**config.mk**
```make
export PLATFORM = sky130hd
export DESIGN_NAME = ptm_ctrl
export DESIGN_NICKNAME = d
export VERILOG_FILES = /design/src/rtl/core/ptm_pkg.sv /design/src/rtl/core/ptm_ctrl.sv
export SDC_FILE = /design/constraint.sdc
export NUM_CORES = 1
export LEC_CHECK = 0
export ABC_AREA = 1
export BUFFER_PORTS_ARGS = -buffer_cell sky130_fd_sc_hd__buf_2
export CAP_MARGIN = 10
export CORE_AREA = 2 2 39 41
export DETAILED_ROUTE_END_ITERATION = 16
export DIE_AREA = 0 0 41 43
export PLACE_DENSITY = 0.67
export SLEW_MARGIN = 30
export SYNTH_ARGS = -nofsm -noshare
export SYNTH_HDL_FRONTEND = slang
export SYNTH_SLANG_ARGS = --single-unit
```
**constraint.sdc**
```tcl
create_clock -name clk -period 3.1 [get_ports clk]
set_input_delay 0.155 -clock clk [delete_from_list [all_inputs] [get_ports clk]]
set_output_delay 0.155 -clock clk [all_outputs]
set_load 0.01 [all_outputs]
```
**src/rtl/core/ptm_pkg.sv**
```systemverilog
// Package of the palette tile reducer: opcodes, register indexes, widths,
// controller states and the command/status structs. No dependencies.
package ptm_pkg;

	typedef enum logic [1:0] {
		OP_PIXEL    = 2'd0,
		OP_LOAD_SRC = 2'd1,
		OP_LOAD_DST = 2'd2,
		OP_LOAD_LUT = 2'd3
	} op_t;

	localparam logic REG_LEVEL     = 1'b0;
	localparam logic REG_USE_TABLE = 1'b1;

	localparam int SUM_W        = 14;
	localparam int CNT_W        = 7;
	localparam int POS_W        = 6;
	localparam int LUT_AW       = 16;
	localparam int LUT_ENTRIES  = 65536;
	localparam int SEARCH_LIMIT = 255;

	localparam logic [7:0] TRANSPARENT_INDEX = 8'hFF;
	localparam logic [9:0] MAX_DISTANCE      = 10'd768;

	typedef enum logic [3:0] {
		ST_IDLE,
		ST_PIX,
		ST_CHECK,
		ST_DIV_LOAD,
		ST_DIV_WAIT,
		ST_MAP,
		ST_TBL_WAIT,
		ST_SRCH,
		ST_SRCH_FLUSH,
		ST_SRCH_TAKE,
		ST_RESULT
	} state_t;

	typedef struct packed {
		logic accum;
		logic div_start;
		logic tbl_read;
		logic tbl_take;
		logic srch_start;
		logic srch_step;
		logic srch_take;
		logic transp;
		logic finish;
	} ctrl_cmd_t;

	typedef struct packed {
		logic tile_end;
		logic opaque_major;
		logic div_done;
		logic ch_last;
		logic srch_last;
		logic use_table;
		logic out_free;
	} ctrl_stat_t;

endpackage

```
**src/rtl/core/ptm_ctrl.sv**
```systemverilog
// Controller state machine of the palette tile reducer.
// Uses ptm_pkg; drives ptm_datapath through ctrl_cmd_t.
module ptm_ctrl (
	input  logic                clk,
	input  logic                arst_n,
	input  logic                in_valid,
	input  logic [1:0]          in_op,
	output logic                in_ready,
	input  ptm_pkg::ctrl_stat_t stat,
	output ptm_pkg::ctrl_cmd_t  cmd
);
	import ptm_pkg::*;

	state_t state_q, state_d;

	always_ff @(posedge clk or negedge arst_n) begin
		if (!arst_n)
			state_q <= ST_IDLE;
		else
			state_q <= state_d;
	end

	always_comb begin
		state_d = state_q;
		case (state_q)
			ST_IDLE:       if (in_valid && in_op == OP_PIXEL) state_d = ST_PIX;
			ST_PIX:        state_d = stat.tile_end ? ST_CHECK : ST_IDLE;
			ST_CHECK:      state_d = stat.opaque_major ? ST_DIV_LOAD : ST_RESULT;
			ST_DIV_LOAD:   state_d = ST_DIV_WAIT;
			ST_DIV_WAIT: begin
				if (stat.div_done)
					state_d = stat.ch_last ? ST_MAP : ST_DIV_LOAD;
			end
			ST_MAP:        state_d = stat.use_table ? ST_TBL_WAIT : ST_SRCH;
			ST_TBL_WAIT:   state_d = ST_RESULT;
			ST_SRCH:       if (stat.srch_last) state_d = ST_SRCH_FLUSH;
			ST_SRCH_FLUSH: state_d = ST_SRCH_TAKE;
			ST_SRCH_TAKE:  state_d = ST_RESULT;
			ST_RESULT:     if (stat.out_free) state_d = ST_IDLE;
			default:       state_d = ST_IDLE;
		endcase
	end

	always_comb begin
		cmd      = '0;
		in_ready = 1'b0;
		case (state_q)
			ST_IDLE:      in_ready = 1'b1;
			ST_PIX:       cmd.accum = 1'b1;
			ST_CHECK:     cmd.transp = !stat.opaque_major;
			ST_DIV_LOAD:  cmd.div_start = 1'b1;
			ST_MAP: begin
				cmd.tbl_read   = stat.use_table;
				cmd.srch_start = !stat.use_table;
			end
			ST_TBL_WAIT:  cmd.tbl_take = 1'b1;
			ST_SRCH:      cmd.srch_step = 1'b1;
			ST_SRCH_TAKE: cmd.srch_take = 1'b1;
			ST_RESULT:    cmd.finish = stat.out_free;
			default:      ;
		endcase
	end
endmodule

```
Word-level counts from Yosys, hierarchy flattened
Index checks and enable logic that the tools add are counted.
{"block": "totals", "reg_bits": 4, "output_inout_bits": 10, "word_cells": 41, "input_bits": 12}
{"block": "classes", "eq_ne": 14, "reduce_logical": 7, "muxes": 19}
{"operator": "$pmux 4 s10", "n": 1}
{"operator": "$mux 4", "n": 5}
{"operator": "$eq 4x3->1 const B", "n": 4}
{"operator": "$eq 4x4->1 const B", "n": 3}
{"operator": "$mux 1", "n": 11}
{"operator": "$eq 4x2->1 const B", "n": 2}
{"operator": "$ne 2x2->1 const B", "n": 4}
{"operator": "$eq 4x1->1 const B", "n": 1}
{"operator": "$logic_not 4->1", "n": 1}
{"operator": "$reduce_and 4->1", "n": 1}
{"operator": "$mux 3", "n": 1}
{"operator": "$logic_not 1->1", "n": 2}
{"operator": "$logic_not 2->1", "n": 1}
{"operator": "$mux 2", "n": 1}
{"operator": "$reduce_or 2->1", "n": 1}
{"operator": "$logic_and 1x1->1", "n": 1}

Longest topological paths before layout
{"block": "depth", "ltp_word": 4, "ltp_mapped": 8, "depth_no_buf": 8}

Least setup slack after synthesis
OpenSTA, ideal clock, no wires.
{"block": "synth_timing", "path_type": "reg-to-output", "start": "register state_q[3]", "end": "output port cmd[8] (netlist bit)", "slack_ns": 1.983, "arrival_time_ns": 0.962, "path_buffers": 0, "stages_incl_launch_ff": 4, "cell_sequence": "dfrtp_1 > nor2_2 > inv_1 > nor3_1"}
{"item": "from (decl)", "line_no": "ptm_ctrl.sv:14", "rtl": "state_t state_q, state_d;"}
{"item": "from (signal assigned)", "line_no": "ptm_ctrl.sv:20", "rtl": "state_q <= state_d;"}
{"item": "to (decl)", "line_no": "ptm_ctrl.sv:10", "rtl": "output ptm_pkg::ctrl_cmd_t cmd"}

==> impl_metrics.py <==
metrics = {
    "power": {
        "switchingPower_uw": 213.9,
        "irDropWorstVdd_mv": 0.3622,
        "internal-power_uw": 204.1,
        "proportion_of_power_drawn_by_flip_flops_and_latches": 0.242,
        "cellLeakagePower_nw": 0.4050,
        "share_clk_of_total_power": 0.148,
        "power.density_cell_area_mw_per_mm2": 720.1,
        "power.share.switching": 0.5117,
        "p_comb_frac": 0.610,
    },
    "routing": {
        "postRouteWirelength_um": 996,
        "drtIter0Drc": 7,
        "firstDrtPassIters": 4,
        "postRouteAntennaNets": 0,
        "via_count": 517,
        "detail_route.wl_per_cell_um": 8.661,
        "via_per_inst": 4.496,
        "remaining_drc_errors": 0,
    },
    "worst_setup_path": {
        "setup.worst_path.start": "state_q[3]",
        "type_of_the_setup_path_with_the_least_slack": "reg -> out",
        "reg2reg_to": "state_q[1]",
        "worst_ep_arrival_time_ps": 1300,
        "worstReg2RegStart": "state_q[1]",
        "critical_path_buf_inv_count": 2,
        "r2r_slack_ps": 1850,
        "startpoint_type": "flop",
        "r2r.worst_path.cells": 6,
        "cp.depth": 4,
        "cpLargestDelayFamily": "flip-flops",
        "timing.critical_path.fanout_max": 7,
        "data_required_time_of_the_critical_path_ps": 2940,
        "worst_path_max_delay_cell": "sky130_fd_sc_hd__dfrtp_1",
        "worstSetupEndpointType": "output port",
        "critical_path.endpoint": "cmd[8]",
        "critical_path_cell_by_cell": "nor2_2 > inv_1 > nor3_1 > buf_2",
        "cp_slowest_stage_delay_ps": 420,
    },
    "grt": {
        "groute.usage.overall": 0.1381,
        "grt_pass1_vias": 451,
        "grt_pass1_wl_um": 1697,
        "antenna_violations_before_repair": 0,
        "pin_count_of_the_biggest_net_entering_global_routing": 9,
        "overflow": 0,
    },
    "sta": {
        "hold_viol": 0,
        "timing.final.crit_share": 0.4708,
        "worst_slew_margin_rel": 0.7905,
        "rsz0062_at_grt": "false",
        "max_clock_freq_ghz": 0.6852,
        "worstMarginPinSlew_ps": 313.1,
        "setup_violations": 0,
        "drv_slew": 0,
        "totalNegativeSetupSlack_ps": 0,
        "final.min_clock_period_ps": 1460,
        "finClkSkew_ps": 1.521,
    },
    "flow_run": {
        "maxCapViolations": 0,
    },
    "finish": {
        "num_antenna_cells": 0,
        "largest_register_ff_count": 4,
        "nets": 113,
        "synthToLayoutAreaGrowth_pct": 37.28,
        "top_register": "state_q",
        "largest_registers": "state_q: 4 flops",
        "final_area_um2": 580.6,
        "fin_cells": 115,
        "drive_above_1_share": 0.3737,
    },
    "floorplanning": {
        "fp-row-count": 14,
        "die_area_mm2": 0.001763,
        "die_outline_width_um": 41,
        "chipHeight_um": 43,
        "initial_core_util": 0.3056,
        "top_level_ports": 22,
        "fp.coreArea_mm2": 0.001384,
    },
    "synthesis": {
        "dominantRegCellSynth": "sky130_fd_sc_hd__dfrtp_1",
        "synth.top_cells.by_count": "23 x sky130_fd_sc_hd__nand2_1, 13 x sky130_fd_sc_hd__inv_1, 9 x sky130_fd_sc_hd__nand3_1, 5 x sky130_fd_sc_hd__inv_2, 5 x sky130_fd_sc_hd__nor2_1",
        "synth-async-reset-ratio": 1.000,
        "ys_seq_area_frac": 0.2367,
        "synth.ff_latch_count": 4,
        "mappedNetlistNets": 86,
        "mappedNetlistArea_um2": 422.9,
        "netlist-cell-type-count": 14,
        "yosysWarnings": 0,
        "yosys.cell_count.top_type": "sky130_fd_sc_hd__nand2_1",
        "post_synth_main_area_contributors": "sky130_fd_sc_hd__dfrtp_1 24%, sky130_fd_sc_hd__nand2_1 20%, sky130_fd_sc_hd__inv_1 12%",
        "synth_enable_flop_cells": 0,
        "synth_top_area_share": 0.2367,
        "synth_area_per_cell_um2": 5.715,
        "synth_cells": 74,
        "netlist.top_cell.by_area": "sky130_fd_sc_hd__dfrtp_1",
    },
    "clocking": {
        "cts.root.buffer_cell": "sky130_fd_sc_hd__clkbuf_4",
        "tritoncts": "done",
        "cts.reportedPaths.clkPinSlew_ps": 40,
        "clock_insertion_delay_worst_skew_ps": 230,
        "ctsLongestPathBuffers": 2,
        "numClockSinks": 4,
        "cts_buffers": 3,
        "ctsHtreeMaxLevel": 1,
    },
    "place": {
        "placement.io_buffers": 21,
        "half_perimeter_wire_length_after_placement_um": 865.6,
        "placed_area_um2": 548.0,
        "count_of_placed_standard_cells_including_taps": 111,
        "final_wtd_congestion": 0.8290,
    },
    "min_path": {
        "holdCritPathClass": "in -> reg",
    },
    "outcome": {
        "run_status": "finished clean",
    },
}
placed cells by master, fill, tap and decap left out, drive strengths merged:
cell type / n
nand2: 24
buf: 21
inv: 18
nor2: 11
nand3: 10
dfrtp: 4
clkbuf: 3
nor3: 2
nand3b: 2
o21ai: 2
nand4: 1
dlygate4sd3: 1
power by group through the flow:
stage	clock network, mW	logic, mW	registers (mW)
finish	0.0617	0.255	0.101
global route	0.0716	0.293	0.106
CTS	0.0664	0.257	0.101
detailed placement	0	0.256	0.102
global placement	0	0.253	0.101
floorplan	0	0.188	0.0976
stage by stage:
| stage | total power, mW | setup WS [ps] | hold slack [ps] | utilization |
|---|---|---|---|---|
| 6_report | 0.4180 | 1640 | 224.0 | 0.4195 |
| 5_1_grt | 0.4706 | 1482 | 248.2 | 0.4195 |
| 4_1_cts | 0.4244 | 1620 | 221.5 | 0.4195 |
| 3_5_place_dp | 0.3573 | 1866 | -36.12 | 0.3960 |
| 3_3_place_gp | 0.3543 | 1882 | -36.84 | 0.3960 |
| 2_1_floorplan | 0.2858 | 1983 | -140.6 | - |
layer usage:
metal / part of all wire / GRT usage / up-vias
met4: 0 / 0.06000 / 0
met3: 0.049 / 0.03141 / 0
met5: 0 / 0 / -
li1: - / - / 274
met1: 0.44 / 0.1726 / 228
met2: 0.51 / 0.2156 / 15
worst min-delay path by stage:
stage | slack (ps) | start | end | cells after the start
after floorplan | -140 | arst_n | state_q[0] | 0
after global placement | -40 | arst_n | state_q[2] | 1
after detailed placement | -40 | arst_n | state_q[2] | 1
after CTS | 220 | stat[0] | state_q[3] | 4
after global routing | 250 | stat[0] | state_q[3] | 4
final | 220 | stat[0] | state_q[3] | 4
area by class of cell:
class / count / area (µm²)
Tap cell: 16 / 20.02
Clock buffer: 3 / 22.52
Fill cell: 167 / 803.3
Sequential cell: 4 / 100.1
Inverter: 18 / 67.56
Timing Repair Buffer: 22 / 115.1
Multi-Input combinational cell: 52 / 255.2
cells by family after synthesis:
family	count (synthesis)	synth area share
and+or+nand+nor	50	0.5799
AOI/OAI and AO/OA	2	0.02367
buffers and inverters	18	0.1598
DFF	4	0.2367
worst register-to-register path, stage by stage, from the launching register on:
cell                       delay [ps]
sky130_fd_sc_hd__dfrtp_1          430
sky130_fd_sc_hd__nor2_1           300
sky130_fd_sc_hd__nand3b_1         120
sky130_fd_sc_hd__nand2_1          110
sky130_fd_sc_hd__nor2_2            60
sky130_fd_sc_hd__nand2_1           60
sky130_fd_sc_hd__nand2_1           50
repair_timing:
item | in CTS | in global routing
buffers inserted | 0 | 0
hold buffers | 1 | 0
hold endpoints to repair | 4 | 0
resized for setup | 0 | 0
(Power assumes the default switching activity.)
